`config.mk`:
```
export PLATFORM = sky130hd
export DESIGN_NAME = content_type_header_tokenizer
export DESIGN_NICKNAME = d
export VERILOG_FILES = /design/src/rtl/ctht_pkg.sv /design/src/rtl/content_type_header_tokenizer.sv /design/src/rtl/ctht_fifo.sv /design/src/rtl/ctht_front.sv /design/src/rtl/ctht_back.sv
export VERILOG_INCLUDE_DIRS = /design/src /design/src/rtl
export SDC_FILE = /design/constraint.sdc
export NUM_CORES = 1
export LEC_CHECK = 0
export BUFFER_PORTS_ARGS = -buffer_cell sky130_fd_sc_hd__clkbuf_2
export CAP_MARGIN = 20
export CORE_ASPECT_RATIO = 1.5
export CORE_MARGIN = 8
export CORE_UTILIZATION = 55
export CTS_CLUSTER_DIAMETER = 30
export DETAILED_ROUTE_END_ITERATION = 12
export PLACE_DENSITY = 0.73
export SYNTH_ARGS = -nofsm -noshare
export SYNTH_HDL_FRONTEND = slang
export SYNTH_HIERARCHICAL = 1
export SYNTH_SLANG_ARGS = --single-unit
```
`constraint.sdc`:
```
create_clock -name i_clk -period 4.9 [get_ports i_clk]
set_input_delay 0.49 -clock i_clk [delete_from_list [all_inputs] [get_ports i_clk]]
set_output_delay 0.49 -clock i_clk [all_outputs]
set_load 0.005 [all_outputs]
```
`src/rtl/content_type_header_tokenizer_macros.svh`:
```
// Assertion macros shared by the tokenizer modules.
`ifndef CONTENT_TYPE_HEADER_TOKENIZER_MACROS_SVH
`define CONTENT_TYPE_HEADER_TOKENIZER_MACROS_SVH

// Same-cycle implication, disabled during reset.
`define CTHT_ASSERT_IMP(lbl, clk, rst_n, ante, cons, msg) \
    lbl: assert property (@(posedge clk) disable iff (!rst_n) (ante) |-> (cons)) \
        else $error(msg);

// Next-cycle implication, disabled during reset.
`define CTHT_ASSERT_NXT(lbl, clk, rst_n, ante, cons, msg) \
    lbl: assert property (@(posedge clk) disable iff (!rst_n) (ante) |=> (cons)) \
        else $error(msg);

`endif

```
`src/rtl/ctht_pkg.sv`:
```
// Shared types, event codes and character-class functions for the tokenizer.
package ctht_pkg;

    // Event kinds on the result channel
    localparam logic [2:0] EV_TYPE   = 3'd0;
    localparam logic [2:0] EV_SUB    = 3'd1;
    localparam logic [2:0] EV_NAME   = 3'd2;
    localparam logic [2:0] EV_VALUE  = 3'd3;
    localparam logic [2:0] EV_PARAM  = 3'd4;
    localparam logic [2:0] EV_HEADER = 3'd5;

    // Bundle queue between front and back
    localparam int FIFO_DEPTH = 4;
    localparam int FIFO_AW    = $clog2(FIFO_DEPTH);

    // All results caused by one input beat, in emission order:
    // optional char, optional param-complete, optional header-complete.
    typedef struct packed {
        logic       has_char;
        logic [2:0] char_kind;
        logic [7:0] char_byte;
        logic       has_param;
        logic       has_header;
    } t_bundle;

    // Space or horizontal tab
    function automatic logic is_ws(input logic [7:0] c);
        return (c == 8'h20) || (c == 8'h09);
    endfunction

    // Token character: printable, not a separator
    function automatic logic is_tchar(input logic [7:0] c);
        logic sep;
        sep = (c == 8'h22) || (c == 8'h28) || (c == 8'h29) || (c == 8'h2c) ||
              (c == 8'h2f) || (c == 8'h3a) || (c == 8'h3b) || (c == 8'h3c) ||
              (c == 8'h3d) || (c == 8'h3e) || (c == 8'h3f) || (c == 8'h40) ||
              (c == 8'h5b) || (c == 8'h5c) || (c == 8'h5d) || (c == 8'h7b) ||
              (c == 8'h7d);
        return (c >= 8'h21) && (c <= 8'h7e) && !sep;
    endfunction

    // ASCII A-Z to lower case, all else unchanged
    function automatic logic [7:0] to_lower(input logic [7:0] c);
        return ((c >= 8'h41) && (c <= 8'h5a)) ? (c | 8'h20) : c;
    endfunction

endpackage

```
`src/rtl/content_type_header_tokenizer.sv`:
```
// Top level of the Content-Type header tokenizer: front end, bundle queue, back end.
//
//  channel | direction | handshake                 | payload
//  --------+-----------+---------------------------+---------------------------------------
//  in      | sink      | i_in_valid / o_in_stall   | i_header_byte, i_final_byte
//  out     | source    | o_out_valid / i_out_stall | o_event_kind, o_out_byte, o_run_last
//
// One header byte is taken per cycle while the four-bundle queue has room.
// Each byte yields zero to three result beats; the back end sends one per cycle
// while the output is not stalled.
// A byte's first result passes through the queue, then the output register.
// Reset is synchronous, active low, and returns the parser to leading whitespace.
// o_in_stall rises only when the queue is full; output stalls back up the queue.
module content_type_header_tokenizer (
    input  logic       i_clk,
    input  logic       i_rst_n,
    input  logic       i_in_valid,
    output logic       o_in_stall,
    input  logic [7:0] i_header_byte,
    input  logic       i_final_byte,
    output logic       o_out_valid,
    input  logic       i_out_stall,
    output logic [2:0] o_event_kind,
    output logic [7:0] o_out_byte,
    output logic       o_run_last
);
    import ctht_pkg::*;

    t_bundle push_bundle;
    t_bundle head_bundle;
    logic    push;
    logic    pop;
    logic    q_full;
    logic    q_nonempty;

    ctht_front u_front (
        .i_clk         (i_clk),
        .i_rst_n       (i_rst_n),
        .i_valid       (i_in_valid),
        .i_header_byte (i_header_byte),
        .i_final_byte  (i_final_byte),
        .i_q_full      (q_full),
        .o_stall       (o_in_stall),
        .o_push        (push),
        .o_bundle      (push_bundle)
    );

    ctht_fifo u_fifo (
        .i_clk      (i_clk),
        .i_rst_n    (i_rst_n),
        .i_push     (push),
        .i_bundle   (push_bundle),
        .o_full     (q_full),
        .i_pop      (pop),
        .o_nonempty (q_nonempty),
        .o_head     (head_bundle)
    );

    ctht_back u_back (
        .i_clk        (i_clk),
        .i_rst_n      (i_rst_n),
        .i_nonempty   (q_nonempty),
        .i_head       (head_bundle),
        .o_pop        (pop),
        .o_valid      (o_out_valid),
        .i_stall      (i_out_stall),
        .o_event_kind (o_event_kind),
        .o_out_byte   (o_out_byte),
        .o_run_last   (o_run_last)
    );

endmodule

```
`src/rtl/ctht_fifo.sv`:
```
// Short bundle queue between the classifier and the event serializer.
`include "content_type_header_tokenizer_macros.svh"
module ctht_fifo (
    input  logic              i_clk,
    input  logic              i_rst_n,
    input  logic              i_push,
    input  ctht_pkg::t_bundle i_bundle,
    output logic              o_full,
    input  logic              i_pop,
    output logic              o_nonempty,
    output ctht_pkg::t_bundle o_head
);
    import ctht_pkg::*;

    t_bundle              r_mem [FIFO_DEPTH];
    logic [FIFO_AW-1:0]   r_wr_ptr, n_wr_ptr;
    logic [FIFO_AW-1:0]   r_rd_ptr, n_rd_ptr;
    logic [FIFO_AW:0]     r_count,  n_count;

    assign o_full     = (r_count == (FIFO_AW+1)'(FIFO_DEPTH));
    assign o_nonempty = (r_count != '0);
    assign o_head     = r_mem[r_rd_ptr];

    // Pointer and occupancy update
    always_comb begin
        n_wr_ptr = i_push ? r_wr_ptr + 1'b1 : r_wr_ptr;
        n_rd_ptr = i_pop  ? r_rd_ptr + 1'b1 : r_rd_ptr;
        n_count  = r_count + (FIFO_AW+1)'(i_push) - (FIFO_AW+1)'(i_pop);
    end

    always_ff @(posedge i_clk) begin
        if (!i_rst_n) begin
            r_wr_ptr <= '0;
            r_rd_ptr <= '0;
            r_count  <= '0;
        end else begin
            r_wr_ptr <= n_wr_ptr;
            r_rd_ptr <= n_rd_ptr;
            r_count  <= n_count;
        end
    end

    // Storage
    always_ff @(posedge i_clk) begin
        if (i_push) begin
            r_mem[r_wr_ptr] <= i_bundle;
        end
    end

    `CTHT_ASSERT_IMP(a_no_overflow, i_clk, i_rst_n, i_push, !o_full || i_pop, "push into full queue")
    `CTHT_ASSERT_IMP(a_no_underflow, i_clk, i_rst_n, i_pop, o_nonempty, "pop from empty queue")
    `CTHT_ASSERT_IMP(a_count_range, i_clk, i_rst_n, 1'b1, r_count <= (FIFO_AW+1)'(FIFO_DEPTH), "count overrun")

endmodule

```
`src/rtl/ctht_front.sv`:
```
// Front end: accepts header bytes, tracks the parse phase, builds event bundles.
module ctht_front (
    input  logic              i_clk,
    input  logic              i_rst_n,
    input  logic              i_valid,
    input  logic [7:0]        i_header_byte,
    input  logic              i_final_byte,
    input  logic              i_q_full,
    output logic              o_stall,
    output logic              o_push,
    output ctht_pkg::t_bundle o_bundle
);
    import ctht_pkg::*;

    typedef enum logic [10:0] {
        PH_LEAD      = 11'b000_0000_0001,
        PH_TYPE      = 11'b000_0000_0010,
        PH_SUB       = 11'b000_0000_0100,
        PH_AFTER     = 11'b000_0000_1000,
        PH_NAME_LEAD = 11'b000_0001_0000,
        PH_NAME      = 11'b000_0010_0000,
        PH_VAL_START = 11'b000_0100_0000,
        PH_VAL_TOK   = 11'b000_1000_0000,
        PH_QUOTED    = 11'b001_0000_0000,
        PH_ESC       = 11'b010_0000_0000,
        PH_STOP      = 11'b100_0000_0000
    } t_phase;

    t_phase  r_phase, n_phase, ph;
    t_bundle bnd;
    logic    accept;
    logic    tch;
    logic    ws;
    logic [7:0] c;

    // Phase following a finished element
    function automatic t_phase after_element(input logic [7:0] b);
        if (is_ws(b)) begin
            return PH_AFTER;
        end else if (b == 8'h3b) begin
            return PH_NAME_LEAD;
        end
        return PH_STOP;
    endfunction

    assign o_stall = i_q_full;
    assign accept  = i_valid && !i_q_full;
    assign c       = i_header_byte;
    assign tch     = is_tchar(c);
    assign ws      = is_ws(c);

    // Classify the byte against the current phase
    always_comb begin
        ph              = r_phase;
        bnd.has_char    = 1'b0;
        bnd.char_kind   = EV_TYPE;
        bnd.char_byte   = c;
        bnd.has_param   = 1'b0;
        bnd.has_header  = 1'b0;
        case (r_phase)
            PH_LEAD: begin
                if (ws) begin
                    ph = PH_LEAD;
                end else if (tch) begin
                    bnd.has_char  = 1'b1;
                    bnd.char_kind = EV_TYPE;
                    bnd.char_byte = to_lower(c);
                    ph = PH_TYPE;
                end else if (c == 8'h2f) begin
                    ph = PH_SUB;
                end else begin
                    ph = after_element(c);
                end
            end
            PH_TYPE: begin
                if (tch) begin
                    bnd.has_char  = 1'b1;
                    bnd.char_kind = EV_TYPE;
                    bnd.char_byte = to_lower(c);
                end else if (c == 8'h2f) begin
                    ph = PH_SUB;
                end else begin
                    ph = after_element(c);
                end
            end
            PH_SUB: begin
                if (tch) begin
                    bnd.has_char  = 1'b1;
                    bnd.char_kind = EV_SUB;
                    bnd.char_byte = to_lower(c);
                end else begin
                    ph = after_element(c);
                end
            end
            PH_AFTER: begin
                ph = after_element(c);
            end
            PH_NAME_LEAD: begin
                if (ws) begin
                    ph = PH_NAME_LEAD;
                end else if (tch) begin
                    bnd.has_char  = 1'b1;
                    bnd.char_kind = EV_NAME;
                    bnd.char_byte = to_lower(c);
                    ph = PH_NAME;
                end else begin
                    ph = PH_STOP;
                end
            end
            PH_NAME: begin
                if (tch) begin
                    bnd.has_char  = 1'b1;
                    bnd.char_kind = EV_NAME;
                    bnd.char_byte = to_lower(c);
                end else if (c == 8'h3d) begin
                    ph = PH_VAL_START;
                end else begin
                    bnd.has_param = 1'b1;
                    ph = after_element(c);
                end
            end
            PH_VAL_START: begin
                if (c == 8'h22) begin
                    ph = PH_QUOTED;
                end else if (tch) begin
                    bnd.has_char  = 1'b1;
                    bnd.char_kind = EV_VALUE;
                    ph = PH_VAL_TOK;
                end else begin
                    bnd.has_param = 1'b1;
                    ph = after_element(c);
                end
            end
            PH_VAL_TOK: begin
                if (tch) begin
                    bnd.has_char  = 1'b1;
                    bnd.char_kind = EV_VALUE;
                end else begin
                    bnd.has_param = 1'b1;
                    ph = after_element(c);
                end
            end
            PH_QUOTED: begin
                if (c == 8'h22) begin
                    bnd.has_param = 1'b1;
                    ph = PH_AFTER;
                end else if (c == 8'h5c && !i_final_byte) begin
                    ph = PH_ESC;
                end else begin
                    // lone backslash on the last byte is kept as-is
                    bnd.has_char  = 1'b1;
                    bnd.char_kind = EV_VALUE;
                end
            end
            PH_ESC: begin
                bnd.has_char  = 1'b1;
                bnd.char_kind = EV_VALUE;
                ph = PH_QUOTED;
            end
            default: begin
                ph = PH_STOP;
            end
        endcase

        // End of header: close an open parameter, then flag header complete
        n_phase = ph;
        if (i_final_byte) begin
            if (ph == PH_NAME || ph == PH_VAL_START || ph == PH_VAL_TOK ||
                ph == PH_QUOTED || ph == PH_ESC) begin
                bnd.has_param = 1'b1;
            end
            bnd.has_header = 1'b1;
            n_phase = PH_LEAD;
        end
    end

    assign o_bundle = bnd;
    assign o_push   = accept && (bnd.has_char || bnd.has_param || bnd.has_header);

    always_ff @(posedge i_clk) begin
        if (!i_rst_n) begin
            r_phase <= PH_LEAD;
        end else if (accept) begin
            r_phase <= n_phase;
        end
    end

endmodule

```
`src/rtl/ctht_back.sv`:
```
// Back end: serializes queued bundles into single result beats.
`include "content_type_header_tokenizer_macros.svh"
module ctht_back (
    input  logic              i_clk,
    input  logic              i_rst_n,
    input  logic              i_nonempty,
    input  ctht_pkg::t_bundle i_head,
    output logic              o_pop,
    output logic              o_valid,
    input  logic              i_stall,
    output logic [2:0]        o_event_kind,
    output logic [7:0]        o_out_byte,
    output logic              o_run_last
);
    import ctht_pkg::*;

    // bit 0 char, bit 1 param complete, bit 2 header complete
    logic [2:0] r_done, n_done;
    logic [2:0] flags, remain, sel;
    logic       load, last;
    logic       r_valid;
    logic [2:0] r_kind, n_kind;
    logic [7:0] r_byte, n_byte;
    logic       r_last;

    assign flags  = {i_head.has_header, i_head.has_param, i_head.has_char};
    assign remain = flags & ~r_done;
    assign load   = i_nonempty && (!r_valid || !i_stall);

    // Pick the earliest pending event of the head bundle
    always_comb begin
        if (remain[0]) begin
            sel    = 3'b001;
            n_kind = i_head.char_kind;
            n_byte = i_head.char_byte;
        end else if (remain[1]) begin
            sel    = 3'b010;
            n_kind = EV_PARAM;
            n_byte = '0;
        end else begin
            sel    = 3'b100;
            n_kind = EV_HEADER;
            n_byte = '0;
        end
        last   = ((remain & ~sel) == 3'b000);
        n_done = last ? 3'b000 : (r_done | sel);
    end

    assign o_pop = load && last;

    always_ff @(posedge i_clk) begin
        if (!i_rst_n) begin
            r_valid <= 1'b0;
            r_done  <= '0;
        end else if (load) begin
            r_valid <= 1'b1;
            r_done  <= n_done;
        end else if (!i_stall) begin
            r_valid <= 1'b0;
        end
    end

    // Output payload
    always_ff @(posedge i_clk) begin
        if (load) begin
            r_kind <= n_kind;
            r_byte <= n_byte;
            r_last <= last;
        end
    end

    assign o_valid      = r_valid;
    assign o_event_kind = r_kind;
    assign o_out_byte   = r_byte;
    assign o_run_last   = r_last;

    `CTHT_ASSERT_IMP(a_done_subset, i_clk, i_rst_n, i_nonempty, (r_done & ~flags) == 3'b000, "done mask outside bundle")
    `CTHT_ASSERT_IMP(a_idle_clear, i_clk, i_rst_n, !i_nonempty, r_done == 3'b000, "done mask set with empty queue")
    `CTHT_ASSERT_NXT(a_pop_last, i_clk, i_rst_n, o_pop, r_valid && r_last, "pop without last beat")

endmodule

```
Word-level counts from Yosys, hierarchy flattened
Memory sizes are Yosys's and may differ from the RTL's. A register that Yosys moved wholly into a read port is not among the register bits.
Index checks and enable logic that the tools add are counted.
{"block": "classes", "add_sub_neg": 4, "n_lt_le_gt_ge": 4, "eq_ne": 36, "muxes": 75, "n_bitwise": 5, "reduce_logical": 39}
{"cell": "11-bit two-way mux", "count": 25}
{"cell": "11-bit one-hot mux with 10 select lines", "count": 1}
{"cell": "8-bit by 6-bit == test with 1-bit output (second input constant)", "count": 12}
{"cell": "12-bit two-way mux", "count": 5}
{"cell": "8-bit by 7-bit == test with 1-bit output (second input constant)", "count": 6}
{"cell": "8-bit one-hot mux with 5 select lines", "count": 1}
{"cell": "4-bit one-hot mux with 9 select lines", "count": 1}
{"cell": "1-bit two-way mux", "count": 29}
{"cell": "1-bit logical OR", "count": 24}
{"cell": "11-bit by 10-bit == test with 1-bit output (second input constant)", "count": 2}
{"cell": "11-bit by 6-bit == test with 1-bit output (second input constant)", "count": 2}
{"cell": "11-bit by 7-bit == test with 1-bit output (second input constant)", "count": 2}
{"cell": "11-bit by 8-bit == test with 1-bit output (second input constant)", "count": 2}
{"cell": "11-bit by 9-bit == test with 1-bit output (second input constant)", "count": 2}
{"cell": "8-bit by 7-bit less-or-equal comparator with 1-bit output (second input constant)", "count": 2}
{"cell": "4-bit two-way mux", "count": 4}
{"cell": "3-bit two-way mux", "count": 4}
{"cell": "11-bit by 1-bit == test with 1-bit output (second input constant)", "count": 1}
{"cell": "11-bit by 2-bit == test with 1-bit output (second input constant)", "count": 1}
{"cell": "11-bit by 3-bit == test with 1-bit output (second input constant)", "count": 1}
{"cell": "11-bit by 4-bit == test with 1-bit output (second input constant)", "count": 1}
{"cell": "11-bit by 5-bit == test with 1-bit output (second input constant)", "count": 1}
{"cell": "8-bit by 4-bit == test with 1-bit output (second input constant)", "count": 1}
{"cell": "8-bit by 6-bit greater-or-equal comparator with 1-bit output (second input constant)", "count": 1}
{"cell": "other kinds (16)", "count": 32}
{"block": "word_totals", "reg_bits": 34, "ramBits": 56, "in_bits": 13, "memories": 1}
{"memory": "u_fifo.r_mem", "words": 4, "word_bits": 14, "rd": 1, "rd_ports_with_merged_regs": 1, "write_ports": 1, "line_no": "ctht_fifo.sv:15", "text": "t_bundle r_mem [FIFO_DEPTH];"}

Depth between registers and ports, before layout
{"block": "depth", "ltp_word": 39, "mapped_depth": 12}

By module
The synthesis kept the hierarchy.
{"module": "ctht_fifo", "n_inst": 1, "cells_per_inst": 116, "area_each_um2": 2492.4, "seq_area_each_um2": 1861.8}
{"module": "ctht_front", "n_inst": 1, "cells_per_inst": 194, "area_each_um2": 1411.4, "seq_area_each_um2": 220.2}
{"module": "ctht_back", "n_inst": 1, "cells_per_inst": 51, "area_each_um2": 673.1, "seq_area_each_um2": 440.4}

Least setup slack after synthesis
OpenSTA, ideal clock, no wires.
{"block": "synth_path", "path_kind": "input-to-reg", "from": "input i_header_byte[4]", "to": "register u_fifo.r_count[2]", "setup_ns": 0.117, "arrival_time_ns": 3.017, "t_required_ns": 4.783, "path_slack_ns": 1.766, "stages": 12, "path_buffers": 2, "path_cell_list": "buf_2 nor3_1 and3_1 clkbuf_1 and4bb_1 nand3_1 o21ai_1 o31a_1 ha_1 fa_1 xor3_1 nor2_1"}
{"element": "from (decl)", "line_no": "content_type_header_tokenizer.sv:19", "text": "input logic [7:0] i_header_byte,"}
{"element": "to (signal assigned)", "line_no": "ctht_fifo.sv:39", "text": "r_count <= n_count;"}
{"element": "to (decl)", "line_no": "ctht_fifo.sv:18", "text": "logic [FIFO_AW:0] r_count, n_count;"}

==> results.py <==
metrics = {
    "yosys": {
        "ys_ff_latch": 92,
        "syn_area_per_cell_um2": 12.7,
        "synth_flop_cell": "edfxtp_1",
        "syn_inst": 361,
        "synth.cell_area_mm2": 0.00458,
        "ys_top_cells_by_area": "edfxtp_1, dfxtp_1, mux4_2, and2_1, mux4_1",
        "synth_top_area_share": 0.446,
        "seq_area_frac_synth": 0.551,
        "synth_area_leader_cell": "edfxtp_1",
        "ys_async_sr_fraction": 0,
        "yosysWarnings": 6,
        "synth_edf_count": 68,
        "synth.distinct_cells": 72,
        "synth_fp_nets": 381,
    },
    "cells_and_area": {
        "area_growth_pct": 8.56,
        "final_common_cell": "edfxtp_1",
        "layout_common_cells": "edfxtp_1, clkbuf_2, dfxtp_1",
        "drive_gt1_frac": 0.175,
        "nets": 393,
        "diodes": 0,
        "fin_cells": 485,
        "fillerInstances": 663,
        "final_cell_area_mm2": 0.00497,
    },
    "floorplan": {
        "ioPinCount": 27,
        "fp.dieH_um": 128,
        "dieArea_mm2": 0.0116,
        "core_mm2": 0.00826,
        "start_util": 0.554,
        "chipWidth_um": 90.5,
        "rows": 41,
    },
    "clocking": {
        "clk_latency_ns": 0.33,
        "clkTransAtPathRegs_ns": 0.06,
        "cts_sinks": 92,
        "cts_buffer_depth": 2,
        "ctsResizeCount": 0,
        "tritoncts": "yes",
        "clockRootBuffer": "clkbuf_16",
        "ctsHoldBuffers": 0,
        "post-cts-setup-buffers": 0,
        "h-tree-depth": 3,
        "cts_made_buffers": 9,
    },
    "timing": {
        "max_freq_mhz": 295,
        "post-route-min-period_ns": 3.39,
        "relSlewSlack": 0.508,
        "period_share": 0.692,
        "drv_slew": 0,
        "tns_ns": 0,
        "setup_viol": 0,
        "worst_pin_slew_ns": 0.736,
        "hold_viol_final": 0,
        "clock_skew_ns": 0.00459,
        "rsz0062_at_grt": "false",
    },
    "placement": {
        "post_dp_cell_area_mm2": 0.00468,
        "dp.cells": 469,
        "dp.final_hpwl_um": 6550,
        "port_buffers": 26,
        "place.gp.congestion": 1.03,
    },
    "critical_path": {
        "crit_path_max_incr_delay_ns": 0.66,
        "crit_path_cell_trace": "or4_4, nor4_4, o21a_1, nor4_1, o21ai_1, o31a_1, and2_1",
        "reg2reg_slack_ns": 1.51,
        "cpMaxStageDelayCell": "or4_4",
        "endpoint_kind": "flop",
        "arrival_ns": 3.35,
        "endpoint": "u_fifo/r_mem[1][3]",
        "crit_path_start": "u_front/r_phase[2]",
        "reg2reg_to": "u_fifo/r_mem[1][3]",
        "path_class": "reg2reg",
        "reg2reg_from": "u_front/r_phase[2]",
        "crit_required_ns": 4.86,
        "reg2regPathDepth": 7,
        "start_kind": "flop",
        "crit_fanout": 14,
    },
    "status": {
        "status": "completed",
    },
    "route": {
        "detail_route.wl_per_cell_um": 18.9,
        "ant_nets": 0,
        "first_iter_violations": 127,
        "dr.pass1.iters": 5,
        "wirelength_um": 9180,
        "vias_per_cell": 6.03,
        "drc_errors": 0,
        "dr_total_vias": 2923,
    },
    "power": {
        "irDropWorstVdd_uv": 194,
        "p_leak_nw": 1.75,
        "powerDensity_mw_per_mm2": 448,
    },
    "global_routing": {
        "grt_pass1_vias": 2914,
        "antenna_found_initial": 0,
        "grt_start_max_net_pins": 21,
        "track_usage": 0.167,
        "grt.overflow.total": 0,
        "grt_first_pass_wirelength_um": 14900,
    },
    "worst_hold_path": {
        "hold_path.class": "in2reg",
    },
    "job": {
        "maxCapViolations": 0,
    },
}
-- flip-flops by register name, summed over array words and instances, names as in the netlist, named ones only --
signal               cells
u_back/r_done            3
u_fifo/r_wr_ptr          2
u_fifo/r_count           3
u_fifo/r_mem            56
u_front/r_phase         11
u_back/o_run_last        1
u_back/o_out_byte        8
u_back/o_event_kind      3
u_fifo/r_rd_ptr          2
u_back/o_valid           1
-- metrics by stage --
stage	utilization	worst slack, ns	power (mW)	hold slack (ns)
finish	0.602	1.51	2.22	0.444
global route	0.602	1.33	2.35	0.454
CTS	0.602	1.50	2.25	0.432
detailed placement	0.567	1.34	1.59	0.449
global placement	0.567	1.49	1.58	0.441
floorplan	-	1.77	1.45	0.424
-- worst min-delay path by stage --
stage	startpoint	endpoint	slack, ns	cells after the start
6_report	i_out_stall	u_back/o_valid	0.44	3
3_5_place_dp	u_back/r_done[2]	u_back/r_done[2]	0.45	2
2_1_floorplan	u_back/r_done[2]	u_back/r_done[2]	0.42	2
4_1_cts	i_out_stall	u_back/o_valid	0.43	3
5_1_grt	i_out_stall	u_back/o_valid	0.45	3
3_3_place_gp	u_back/r_done[2]	u_back/r_done[2]	0.44	2
-- area by class of cell --
class / instances / area, µm² / area share
flip-flops and latches: 92 / 2520 / 0.508
multi-input cells: 229 / 1830 / 0.369
clock buffers: 10 / 229 / 0.0461
repair buffers: 28 / 145 / 0.0292
well taps: 107 / 134 / 0.0269
clock inverters: 6 / 55.1 / 0.0111
inverters: 13 / 48.8 / 0.00982
-- report_power, final --
group	switching, mW	internal, mW	total, mW
sequential	0.0538	0.980	1.03
combinational	0.285	0.248	0.534
clock	0.267	0.390	0.657
total	0.606	1.62	2.22
-- Yosys cell counts (all sizes together), types with 5 or more instances --
master,count
edfxtp,68
nand3,10
dfxtp,24
inv,12
mux4,14
a21oi,14
nand2b,6
a21boi,6
and2,19
nor2,21
nor2b,11
nor3,9
o21ai,9
nand4,5
nand2,19
clkbuf,10
buf,17
nor4,6
ha,6
-- critical path: cells and delay by family (launching register included) --
kind	cells	cell delay (ns)
flip-flops	1	0.42
AO/OA/AOI/OAI	3	0.89
AND/OR/NAND/NOR	4	1.71
-- kinds of logic after synthesis --
family,after synthesis,synth area share
mux,15,0.0744
fa+ha+maj,8,0.0232
buf+inv,40,0.0481
simple gates,137,0.192
compound gates,61,0.0935
xor+xnor,7,0.0167
other cells,1,0.000819
flops,92,0.551
-- per-layer routing --
| layer | GRT usage | wire length [µm] | up-vias |
|---|---|---|---|
| met3 | 0.0393 | 396 | 23 |
| met5 | 0 | 0 | - |
| li1 | - | - | 1389 |
| met4 | 0.115 | 352 | 0 |
| met2 | 0.298 | 5020 | 97 |
| met1 | 0.168 | 3420 | 1414 |
Note: power is estimated with default switching activity, not from simulation.
